`config.mk`:
```
export PLATFORM = sky130hd
export DESIGN_NAME = can_bit_timing_calculator_flat
export DESIGN_NICKNAME = d
export VERILOG_FILES = /design/src/hdl/cbt_pkg.sv /design/src/hdl/cbt_if.sv /design/src/hdl/cbt_ctrl.sv /design/src/hdl/cbt_datapath.sv /design/src/hdl/can_bit_timing_calculator.sv /design/src/flat_wrapper.sv
export SDC_FILE = /design/constraint.sdc
export NUM_CORES = 1
export LEC_CHECK = 0
export BUFFER_PORTS_ARGS = -buffer_cell sky130_fd_sc_hd__buf_2
export CAP_MARGIN = 20
export CORE_ASPECT_RATIO = 1.25
export CORE_MARGIN = 3
export CORE_UTILIZATION = 60
export CTS_CLUSTER_DIAMETER = 40
export DETAILED_ROUTE_END_ITERATION = 6
export PLACE_DENSITY = 0.8
export SKIP_LAST_GASP = 1
export SYNTH_ARGS = -nofsm -noshare
export SYNTH_HDL_FRONTEND = slang
export SYNTH_SLANG_ARGS = --single-unit
```
`constraint.sdc`:
```
create_clock -name clk -period 7.17 [get_ports clk]
set_input_delay 1.0755 -clock clk [delete_from_list [all_inputs] [get_ports clk]]
set_output_delay 1.0755 -clock clk [all_outputs]
set_load 0.005 [all_outputs]
```
`src/hdl/cbt_pkg.sv`:
```
package cbt_pkg;

  // Field widths
  localparam int RATE_W    = 20;
  localparam int CLOCK_W   = 28;
  localparam int PRESC_W   = 9;
  localparam int QUANTA_W  = 6;
  localparam int SEG1_W    = 6;
  localparam int SEG2_W    = 5;
  localparam int SJW_W     = 3;
  localparam int TWORD_W   = 26;
  localparam int FRAME_W   = 28;

  // Search limits and timing rules
  localparam int MAX_PRESCALER_DEF = 256;
  localparam int MIN_QUANTA        = 8;
  localparam int MAX_QUANTA        = 49;
  localparam int MAX_TSEG1         = 32;
  localparam int MIN_TSEG2         = 2;
  localparam int MAX_SJW           = 4;
  localparam logic [CLOCK_W-1:0] FRAME_BITS_US = CLOCK_W'(160000000);
  localparam logic [CLOCK_W-1:0] CLOCK_RESET   = CLOCK_W'(27000000);

  // x / 10 for x below 1029 as (x * 205) >> 11
  localparam int DIV10_MUL   = 205;
  localparam int DIV10_SHIFT = 11;

  // Shift-subtract divider: one quotient bit per cycle
  localparam int DIV_STEPS = CLOCK_W;
  localparam int STEP_W    = $clog2(DIV_STEPS);

  typedef struct packed {
    logic [RATE_W-1:0] bit_rate;
  } req_t;

  typedef struct packed {
    logic                ok;
    logic [PRESC_W-1:0]  prescaler;
    logic [QUANTA_W-1:0] quanta_per_bit;
    logic [SEG1_W-1:0]   phase_seg1;
    logic [SEG2_W-1:0]   phase_seg2;
    logic [SJW_W-1:0]    sync_jump;
    logic [TWORD_W-1:0]  timing_word;
    logic [FRAME_W-1:0]  frame_time_us;
  } rsp_t;

  // Controller to datapath
  typedef struct packed {
    logic load_item;
    logic start_trial;
    logic div_step;
    logic next_presc;
    logic capture;
    logic start_frame;
    logic write_ok;
    logic write_fail;
  } cmd_t;

  // Datapath to controller
  typedef struct packed {
    logic rate_zero;
    logic d_over;
    logic exact;
    logic n_low;
    logic n_fit;
    logic last_presc;
    logic out_free;
  } sts_t;

endpackage

```
`src/hdl/cbt_if.sv`:
```
interface cbt_req_if;
  logic          valid;
  logic          ready;
  cbt_pkg::req_t data;
  modport source(output valid, output data, input ready);
  modport sink(input valid, input data, output ready);
endinterface

interface cbt_rsp_if;
  logic          valid;
  logic          ready;
  cbt_pkg::rsp_t data;
  modport source(output valid, output data, input ready);
  modport sink(input valid, input data, output ready);
endinterface

interface cbt_cfg_if;
  logic                         valid;
  logic                         ready;
  logic [cbt_pkg::CLOCK_W-1:0]  data;
  modport source(output valid, output data, input ready);
  modport sink(input valid, input data, output ready);
endinterface

```
`src/hdl/cbt_ctrl.sv`:
```
module cbt_ctrl (
  input  logic          clk,
  input  logic          rst,
  input  logic          req_valid,
  output logic          req_ready,
  input  cbt_pkg::sts_t sts,
  output cbt_pkg::cmd_t cmd
);

  localparam logic [2:0] S_IDLE  = 3'd0;
  localparam logic [2:0] S_TRIAL = 3'd1;
  localparam logic [2:0] S_DIV   = 3'd2;
  localparam logic [2:0] S_EVAL  = 3'd3;
  localparam logic [2:0] S_FRAME = 3'd4;
  localparam logic [2:0] S_FDIV  = 3'd5;
  localparam logic [2:0] S_WOK   = 3'd6;
  localparam logic [2:0] S_WFAIL = 3'd7;

  localparam logic [cbt_pkg::STEP_W-1:0] LAST_STEP =
    cbt_pkg::STEP_W'(cbt_pkg::DIV_STEPS - 1);

  logic [2:0]                 state, state_next;
  logic [cbt_pkg::STEP_W-1:0] step, step_next;

  assign req_ready = (state == S_IDLE);

  // Sequence the prescaler search, the frame division and the result write
  always_comb begin
    state_next = state;
    step_next  = step;
    cmd        = '0;
    unique case (state)
      S_IDLE: begin
        if (req_valid) begin
          cmd.load_item = 1'b1;
          state_next    = S_TRIAL;
        end
      end
      S_TRIAL: begin
        if (sts.rate_zero || sts.d_over) begin
          state_next = S_WFAIL;
        end else begin
          cmd.start_trial = 1'b1;
          step_next       = '0;
          state_next      = S_DIV;
        end
      end
      S_DIV: begin
        cmd.div_step = 1'b1;
        step_next    = step + 1'b1;
        if (step == LAST_STEP) state_next = S_EVAL;
      end
      S_EVAL: begin
        if (sts.exact && sts.n_low) begin
          state_next = S_WFAIL;
        end else if (sts.exact && sts.n_fit) begin
          cmd.capture = 1'b1;
          state_next  = S_FRAME;
        end else if (sts.last_presc) begin
          state_next = S_WFAIL;
        end else begin
          cmd.next_presc = 1'b1;
          state_next     = S_TRIAL;
        end
      end
      S_FRAME: begin
        cmd.start_frame = 1'b1;
        step_next       = '0;
        state_next      = S_FDIV;
      end
      S_FDIV: begin
        cmd.div_step = 1'b1;
        step_next    = step + 1'b1;
        if (step == LAST_STEP) state_next = S_WOK;
      end
      S_WOK: begin
        if (sts.out_free) begin
          cmd.write_ok = 1'b1;
          state_next   = S_IDLE;
        end
      end
      S_WFAIL: begin
        if (sts.out_free) begin
          cmd.write_fail = 1'b1;
          state_next     = S_IDLE;
        end
      end
      default: state_next = S_IDLE;
    endcase
  end

  always_ff @(posedge clk) begin
    if (rst) begin
      state <= S_IDLE;
      step  <= '0;
    end else begin
      state <= state_next;
      step  <= step_next;
    end
  end

endmodule

```
`src/hdl/cbt_datapath.sv`:
```
module cbt_datapath #(
  parameter int MAX_PRESCALER = cbt_pkg::MAX_PRESCALER_DEF
) (
  input  logic                        clk,
  input  logic                        rst,
  input  logic [cbt_pkg::RATE_W-1:0]  bit_rate,
  input  cbt_pkg::cmd_t               cmd,
  output cbt_pkg::sts_t               sts,
  cbt_cfg_if.sink                     cfg,
  cbt_rsp_if.source                   rsp
);

  localparam int PW = $clog2(MAX_PRESCALER + 1);
  localparam int DW = cbt_pkg::RATE_W + PW;
  localparam int QW = cbt_pkg::CLOCK_W;

  logic [cbt_pkg::CLOCK_W-1:0]  clock_hz;
  logic [cbt_pkg::RATE_W-1:0]   rate;
  logic [PW-1:0]                presc;
  logic [PW-1:0]                brp;
  logic [DW-1:0]                divisor;
  logic [DW-1:0]                rem;
  logic [QW-1:0]                quo;
  logic [cbt_pkg::QUANTA_W-1:0] tq;
  logic                         rsp_valid;
  cbt_pkg::rsp_t                rsp_data;

  logic [DW:0]   trial;
  logic          ge;
  logic [DW-1:0] rem_step;

  // One restoring divide step
  always_comb begin
    trial    = {rem, quo[QW-1]};
    ge       = (trial >= {1'b0, divisor});
    rem_step = ge ? DW'(trial - {1'b0, divisor}) : trial[DW-1:0];
  end

  assign sts.rate_zero  = (rate == '0);
  assign sts.d_over     = (divisor > DW'(clock_hz));
  assign sts.exact      = (rem == '0);
  assign sts.n_low      = (quo < QW'(cbt_pkg::MIN_QUANTA));
  assign sts.n_fit      = (quo <= QW'(cbt_pkg::MAX_QUANTA));
  assign sts.last_presc = (presc == PW'(MAX_PRESCALER));
  assign sts.out_free   = !rsp_valid || rsp.ready;

  // Place TSEG2 near 20 percent, cap TSEG1, derive SJW
  logic [6:0]                 seg_x;
  logic [14:0]                seg_prod;
  logic [cbt_pkg::SEG1_W-1:0] seg2_raw;
  logic [cbt_pkg::SEG1_W-1:0] seg2_min;
  logic [cbt_pkg::SEG1_W-1:0] seg1_raw;
  logic [cbt_pkg::SEG1_W-1:0] seg1;
  logic [cbt_pkg::SEG1_W-1:0] seg2;
  logic [cbt_pkg::SEG1_W-1:0] sjw;
  logic [PW-1:0]              brp_m1;
  cbt_pkg::rsp_t              rsp_ok;

  always_comb begin
    seg_x    = {tq, 1'b0} + 7'd5;
    seg_prod = 15'(seg_x) * 15'(cbt_pkg::DIV10_MUL);
    seg2_raw = cbt_pkg::SEG1_W'(seg_prod >> cbt_pkg::DIV10_SHIFT);
    seg2_min = (seg2_raw < cbt_pkg::SEG1_W'(cbt_pkg::MIN_TSEG2)) ?
               cbt_pkg::SEG1_W'(cbt_pkg::MIN_TSEG2) : seg2_raw;
    seg1_raw = tq - 1'b1 - seg2_min;
    if (seg1_raw > cbt_pkg::SEG1_W'(cbt_pkg::MAX_TSEG1)) begin
      seg1 = cbt_pkg::SEG1_W'(cbt_pkg::MAX_TSEG1);
      seg2 = tq - 1'b1 - cbt_pkg::SEG1_W'(cbt_pkg::MAX_TSEG1);
    end else begin
      seg1 = seg1_raw;
      seg2 = seg2_min;
    end
    sjw    = (seg2 < cbt_pkg::SEG1_W'(cbt_pkg::MAX_SJW)) ?
             seg2 : cbt_pkg::SEG1_W'(cbt_pkg::MAX_SJW);
    brp_m1 = brp - 1'b1;

    rsp_ok.ok             = 1'b1;
    rsp_ok.prescaler      = cbt_pkg::PRESC_W'(brp);
    rsp_ok.quanta_per_bit = tq;
    rsp_ok.phase_seg1     = seg1;
    rsp_ok.phase_seg2     = cbt_pkg::SEG2_W'(seg2);
    rsp_ok.sync_jump      = cbt_pkg::SJW_W'(sjw);
    rsp_ok.timing_word    = {2'(sjw - 1'b1), 8'(seg2 - 1'b1),
                             8'(seg1 - 1'b1), 8'(brp_m1)};
    rsp_ok.frame_time_us  = cbt_pkg::FRAME_W'(quo);
  end

  // Hold the configured clock
  assign cfg.ready = 1'b1;

  always_ff @(posedge clk) begin
    if (rst) begin
      clock_hz <= cbt_pkg::CLOCK_RESET;
    end else if (cfg.valid) begin
      clock_hz <= cfg.data;
    end
  end

  // Search and divider registers
  always_ff @(posedge clk) begin
    if (cmd.load_item) begin
      rate    <= bit_rate;
      presc   <= PW'(1);
      divisor <= DW'(bit_rate);
    end
    if (cmd.next_presc) begin
      presc   <= presc + 1'b1;
      divisor <= divisor + DW'(rate);
    end
    if (cmd.start_trial) begin
      rem <= '0;
      quo <= clock_hz;
    end
    if (cmd.start_frame) begin
      rem     <= '0;
      quo     <= cbt_pkg::FRAME_BITS_US;
      divisor <= DW'(rate);
    end
    if (cmd.div_step) begin
      rem <= rem_step;
      quo <= {quo[QW-2:0], ge};
    end
    if (cmd.capture) begin
      tq  <= quo[cbt_pkg::QUANTA_W-1:0];
      brp <= presc;
    end
  end

  // Output word register
  always_ff @(posedge clk) begin
    if (cmd.write_ok) rsp_data <= rsp_ok;
    else if (cmd.write_fail) rsp_data <= '0;
  end

  always_ff @(posedge clk) begin
    if (rst) begin
      rsp_valid <= 1'b0;
    end else if (cmd.write_ok || cmd.write_fail) begin
      rsp_valid <= 1'b1;
    end else if (rsp.ready) begin
      rsp_valid <= 1'b0;
    end
  end

  assign rsp.valid = rsp_valid;
  assign rsp.data  = rsp_data;

endmodule

```
`src/hdl/can_bit_timing_calculator.sv`:
```
// CAN bit timing calculator.
// req carries one requested bit rate per word; rsp returns one timing word
// per request: ok, prescaler, quanta per bit, TSEG1, TSEG2, SJW, the packed
// timing word and the 160-bit frame time in microseconds (all zero on fail).
// cfg writes the controller clock frequency in hertz and is always ready;
// the user must write it only while no request is in flight; not enforced.
// Operation: a request is loaded, then each prescaler tried takes one
// 28-step shift-subtract division and a check, then a frame-time division
// runs and the result is written. The search ends early once rate *
// prescaler exceeds the clock or an exact division gives at most 49 quanta
// per bit. One request is worked at a time; the divider is shared by the
// prescaler search and the frame-time division.
// Reset clears the controller, empties the output register and sets the
// clock to 27 MHz. A stalled receiver holds the result in the output
// register; a new request may be accepted meanwhile and waits before its
// write until the held word is taken.
module can_bit_timing_calculator #(
  parameter int MAX_PRESCALER = cbt_pkg::MAX_PRESCALER_DEF
) (
  input  logic       clk,
  input  logic       rst,
  cbt_req_if.sink    req,
  cbt_rsp_if.source  rsp,
  cbt_cfg_if.sink    cfg
);

  cbt_pkg::cmd_t cmd;
  cbt_pkg::sts_t sts;

  cbt_ctrl u_ctrl (
    .clk       (clk),
    .rst       (rst),
    .req_valid (req.valid),
    .req_ready (req.ready),
    .sts       (sts),
    .cmd       (cmd)
  );

  cbt_datapath #(
    .MAX_PRESCALER (MAX_PRESCALER)
  ) u_datapath (
    .clk      (clk),
    .rst      (rst),
    .bit_rate (req.data.bit_rate),
    .cmd      (cmd),
    .sts      (sts),
    .cfg      (cfg),
    .rsp      (rsp)
  );

endmodule

```
`src/flat_wrapper.sv`:
```
// flat-port wrapper written by rule: the top's interface ports become plain ports
module can_bit_timing_calculator_flat 
#(
  parameter int MAX_PRESCALER = cbt_pkg::MAX_PRESCALER_DEF
)
  (clk, rst, req_valid, req_data, req_ready, rsp_valid, rsp_data, rsp_ready, cfg_valid, cfg_data, cfg_ready);
  cbt_req_if req_i ();
  cbt_rsp_if rsp_i ();
  cbt_cfg_if cfg_i ();
  input  logic clk;
  input  logic rst;
  input wire logic [$bits(req_i.valid)-1:0] req_valid;
  input wire logic [$bits(req_i.data)-1:0] req_data;
  output wire logic [$bits(req_i.ready)-1:0] req_ready;
  output wire logic [$bits(rsp_i.valid)-1:0] rsp_valid;
  output wire logic [$bits(rsp_i.data)-1:0] rsp_data;
  input wire logic [$bits(rsp_i.ready)-1:0] rsp_ready;
  input wire logic [$bits(cfg_i.valid)-1:0] cfg_valid;
  input wire logic [$bits(cfg_i.data)-1:0] cfg_data;
  output wire logic [$bits(cfg_i.ready)-1:0] cfg_ready;
  assign req_i.valid = req_valid;
  assign req_i.data = req_data;
  assign req_ready = req_i.ready;
  assign rsp_valid = rsp_i.valid;
  assign rsp_data = rsp_i.data;
  assign rsp_i.ready = rsp_ready;
  assign cfg_i.valid = cfg_valid;
  assign cfg_i.data = cfg_data;
  assign cfg_ready = cfg_i.ready;
  can_bit_timing_calculator #(.MAX_PRESCALER(MAX_PRESCALER)) u_core (.clk(clk), .rst(rst), .req(req_i), .rsp(rsp_i), .cfg(cfg_i));
endmodule
```
==> flow_summary.ini <==
[synth]
synth.yosys.warnings = 0
synthDistinctLibCells = 80
post_synth_instance_area_um2 = 15000
ys_seq_area_share_pct = 46.7
yosys.area_share.xor_xnor_pct = 4.72
syn-instance-count = 1460
postSynthRegisterBits = 249
async_flop_share_pct = 0
synth.avg_cell_area_um2 = 10.3
ys_dominant_reg_cell = edfxtp_1
post-synth-top-area-fraction_pct = 40.4
synth_edf_count = 202
dominant_cells_by_area_after_synthesis = edfxtp_1 (40%), ha_1 (10%), dfxtp_1 (6.3%)
synthMuxAreaShare_pct = 2.83
synth_area_leader = edfxtp_1
syn_nets = 1645
synth_top_family_by_area = simple AND/OR/NAND/NOR gates
yosys.area_share.adder_pct = 11.5
synth-simple-area-share_pct = 15.4
synth_compound_area_share_pct = 14.1

[setup_path]
critical-path-max-stage-delay_ps = 440
worst-path-buf-inv = 5
reg2reg_to = u_core.u_datapath.rsp.data[46]$_SDFFCE_PN0P_
critical_path.slowest_cell = edfxtp_1
criticalPathCategory = reg2reg
cp.required_ps = 7420
regToRegSetupSlack_ps = 300
worstSetupEndpointType = flop
path_common_cell = ha_1
crit-reg2reg-launch = u_core.u_datapath.tq[1]$_DFFE_PP_
crit_path_max_fanout = 8
ff2ff_path_depth = 30
critPathTopFamily = adder cells
critical_path.startpoint_type = flop
arrival_ps = 7120

[grt]
first_global_vias = 11500
maximum_number_of_pins_on_one_net_before_global_route_repair = 83
grt_remaining_overflow = 0
global_route.usage.total_pct = 27.3
grt_first_pass_wirelength_mm = 58.6
initial_antenna_violation_count = 0

[final_layout]
fillerInstances = 1864
synthToLayoutAreaGrowth_pct = 14.2
footprint_of_the_multi_input_gates_um2 = 7360
final_layout_size_suffix_gt1_share_pct = 16.2
register_area_um2 = 7010
finalCoreUtilization_pct = 69.9
num-nets-final = 1780
final_design_area_no_fill_um2 = 17100

[timing]
maxSlewViolCount = 0
max_slew_margin_pct = 31.7
setup_viol_count_final = 0
worst_pin_slew_ps = 1020
fmax_ghz = 0.145
final.period_utilization_pct = 95.9
finalWorstSetupSlack_ps = 297
period_minus_slack_ps = 6870
finalHoldViolations = 0
clock_skew_ps = 34.9

[floorplan]
die_height_um = 183
num_io_pins = 140
design.core.area_um2 = 24500
fp.dieArea_um2 = 26900
placementRows = 64
die-width_um = 147
floorplan.initialDensity_pct = 61.2

[routing]
detail-route-antenna-nets = 0
dr_total_vias = 11700
detailedRoute.firstIterationViolations = 828
wl_per_cell_um = 19.1
route.final.wire_length_mm = 37.2
route.detailed.vias_per_inst = 5.99
detail_route.drc_violations = 0
drt_pass1_iterations = 6

[hold_path]
min_delay_path_depth = 2
min-delay-path-class = reg2reg
holdCritStartpoint = u_core.u_datapath.rsp.data[83]$_SDFFE_PP1P_
hold_end = u_core.u_datapath.rsp.data[83]$_SDFFE_PP1P_

[clocking]
cts.hold.buffers_added = 0
cts-buffers-inserted = 35
cts.root.buffer_cell = clkbuf_16
cts_buffer_depth = 3
worstSkewPairLatency_ps = 520
cts_tree = done
clock_sinks = 249
htree_num_levels = 2
clk_pin_slew_ps = 60

[placed_design]
pre_cts_slack_ps = 84.2
place_congestion = 1.01
placed_cell_area_um2 = 16000
io_buffer_count = 138
place_hpwl_mm = 27.7

[pwr]
p_per_area_nw_per_um2 = 277
peakVddDrop_v = 0.000261
leakagePower_nw = 7.46

[job]
max_cap_violations = 0

[status]
outcome = finished clean
## per-stage QoR
| stage | power [W] | hold slack [ps] | TNS, ps | cells |
|---|---|---|---|---|
| floorplan | 0.00280 | 439 | 0 | 1460 |
| global placement | 0.00308 | 443 | 0 | 1883 |
| detailed placement | 0.00311 | 452 | 0 | 1883 |
| CTS | 0.00474 | 460 | 0 | 1945 |
| global route | 0.00495 | 498 | -82.7 | 1950 |
| finish | 0.00474 | 450 | 0 | 1951 |
## routing by layer
| layer | part of all wire [%] | track usage (%) | wire, um | up-vias |
|---|---|---|---|---|
| met5 | 0 | 0 | 0 | - |
| met4 | 4.8 | 13.1 | 1790 | 0 |
| met3 | 5.7 | 3.36 | 2140 | 91 |
| met2 | 51 | 49.4 | 18900 | 427 |
| met1 | 39 | 32.2 | 14400 | 5603 |
| li1 | - | - | - | 5574 |
## power by group
group | total [W] | switching (W) | internal [W] | leakage [nW]
logic | 0.00122 | 0.000747 | 0.000476 | 4.48
clock network | 0.00162 | 0.000663 | 0.000961 | 0.535
registers | 0.00189 | 0.000141 | 0.00175 | 2.45
total | 0.00474 | 0.00155 | 0.00319 | 7.46
## worst max path at each step
stage | startpoint | endpoint | slack, ps | cells past startpoint
after floorplan | u_core.u_datapath.tq[2]$_DFFE_PP_ | u_core.u_datapath.rsp.data[46]$_SDFFCE_PN0P_ | 620 | 31
after global placement | u_core.u_datapath.tq[1]$_DFFE_PP_ | u_core.u_datapath.rsp.data[46]$_SDFFCE_PN0P_ | 270 | 30
after detailed placement | u_core.u_datapath.tq[1]$_DFFE_PP_ | u_core.u_datapath.rsp.data[46]$_SDFFCE_PN0P_ | 80 | 30
after CTS | u_core.u_datapath.tq[1]$_DFFE_PP_ | u_core.u_datapath.rsp.data[46]$_SDFFCE_PN0P_ | 70 | 30
after global routing | u_core.u_datapath.tq[1]$_DFFE_PP_ | u_core.u_datapath.rsp.data[46]$_SDFFCE_PN0P_ | -80 | 30
final | u_core.u_datapath.tq[1]$_DFFE_PP_ | u_core.u_datapath.rsp.data[46]$_SDFFCE_PN0P_ | 300 | 30
## synthesized netlist by cell type, drive strengths merged (14+ instances only)
master,n
nor3,21
nand2b,14
a21oi,77
a21o,40
nor2,155
edfxtp,202
nand2,119
o31ai,22
xor2,40
o21ai,47
ha,123
mux2i,39
o211ai,23
xnor2,40
inv,110
a31oi,20
dfxtp,47
and2,47
clkbuf,39
nand4,16
a211oi,21
nor4,27
nand3,34
buf,22
## placed cells by master (no fill, tap or decap), drive strengths merged, types with 5 or more instances in the layout
cell type / instances
edfxtp: 202
buf: 159
nor2: 155
ha: 123
nand2: 119
inv: 119
a21oi: 77
dfxtp: 47
and2: 47
o21ai: 47
xnor2: 40
a21o: 40
xor2: 40
clkbuf: 40
mux2i: 39
nand3: 34
nor4: 27
o211ai: 23
o31ai: 22
nor3: 21
a211oi: 21
a31oi: 20
nand4: 16
nand2b: 14
and3: 12
fa: 9
o22ai: 9
clkinv: 9
nor2b: 8
o21a: 7
or3: 5
a221oi: 5
## worst reg2reg max path, delay by kind of cell (launching register included)
kind | cells | cell delay [ps]
fa+ha+maj | 9 | 2900
buf+inv | 5 | 410
xor+xnor | 3 | 540
compound gates | 8 | 1440
mux | 1 | 400
simple gates | 4 | 480
flops | 1 | 440
## kinds of logic after synthesis
family,count (synthesis)
simple gates,479
compound gates,306
flops,249
buf+inv,171
fa+ha+maj,132
xor+xnor,80
mux,42
other cells,1
## registers in the layout, indices dropped and copies added, names as in the netlist
signal,flops
u_core.u_datapath.divisor,29
u_core.u_datapath.rsp.data,82
u_core.u_ctrl.step,5
u_core.u_datapath.rem,29
u_core.u_datapath.rate,20
u_core.u_datapath.tq,6
u_core.u_datapath.presc,9
u_core.u_datapath.brp,9
u_core.u_datapath.quo,28
u_core.u_datapath.rsp.valid,1
u_core.u_ctrl.state,3
u_core.u_datapath.clock_hz,28
## final cells by class
class,count,area share (%)
multi-input cells,1040,42.9
flip-flops and latches,249,40.9
clock buffers,40,5.28
repair buffers,159,4.95
inverters,110,2.41
well taps,330,2.41
clock inverters,22,1.10
diodes,1,0.0146
## timing repair
| item | in CTS | in global routing |
|---|---|---|
| endpoints found under the setup margin | 0 | 10 |
| setup buffers | 0 | 5 |
| gates resized for setup | 0 | 7 |
Note: power is estimated with default switching activity, not from simulation.
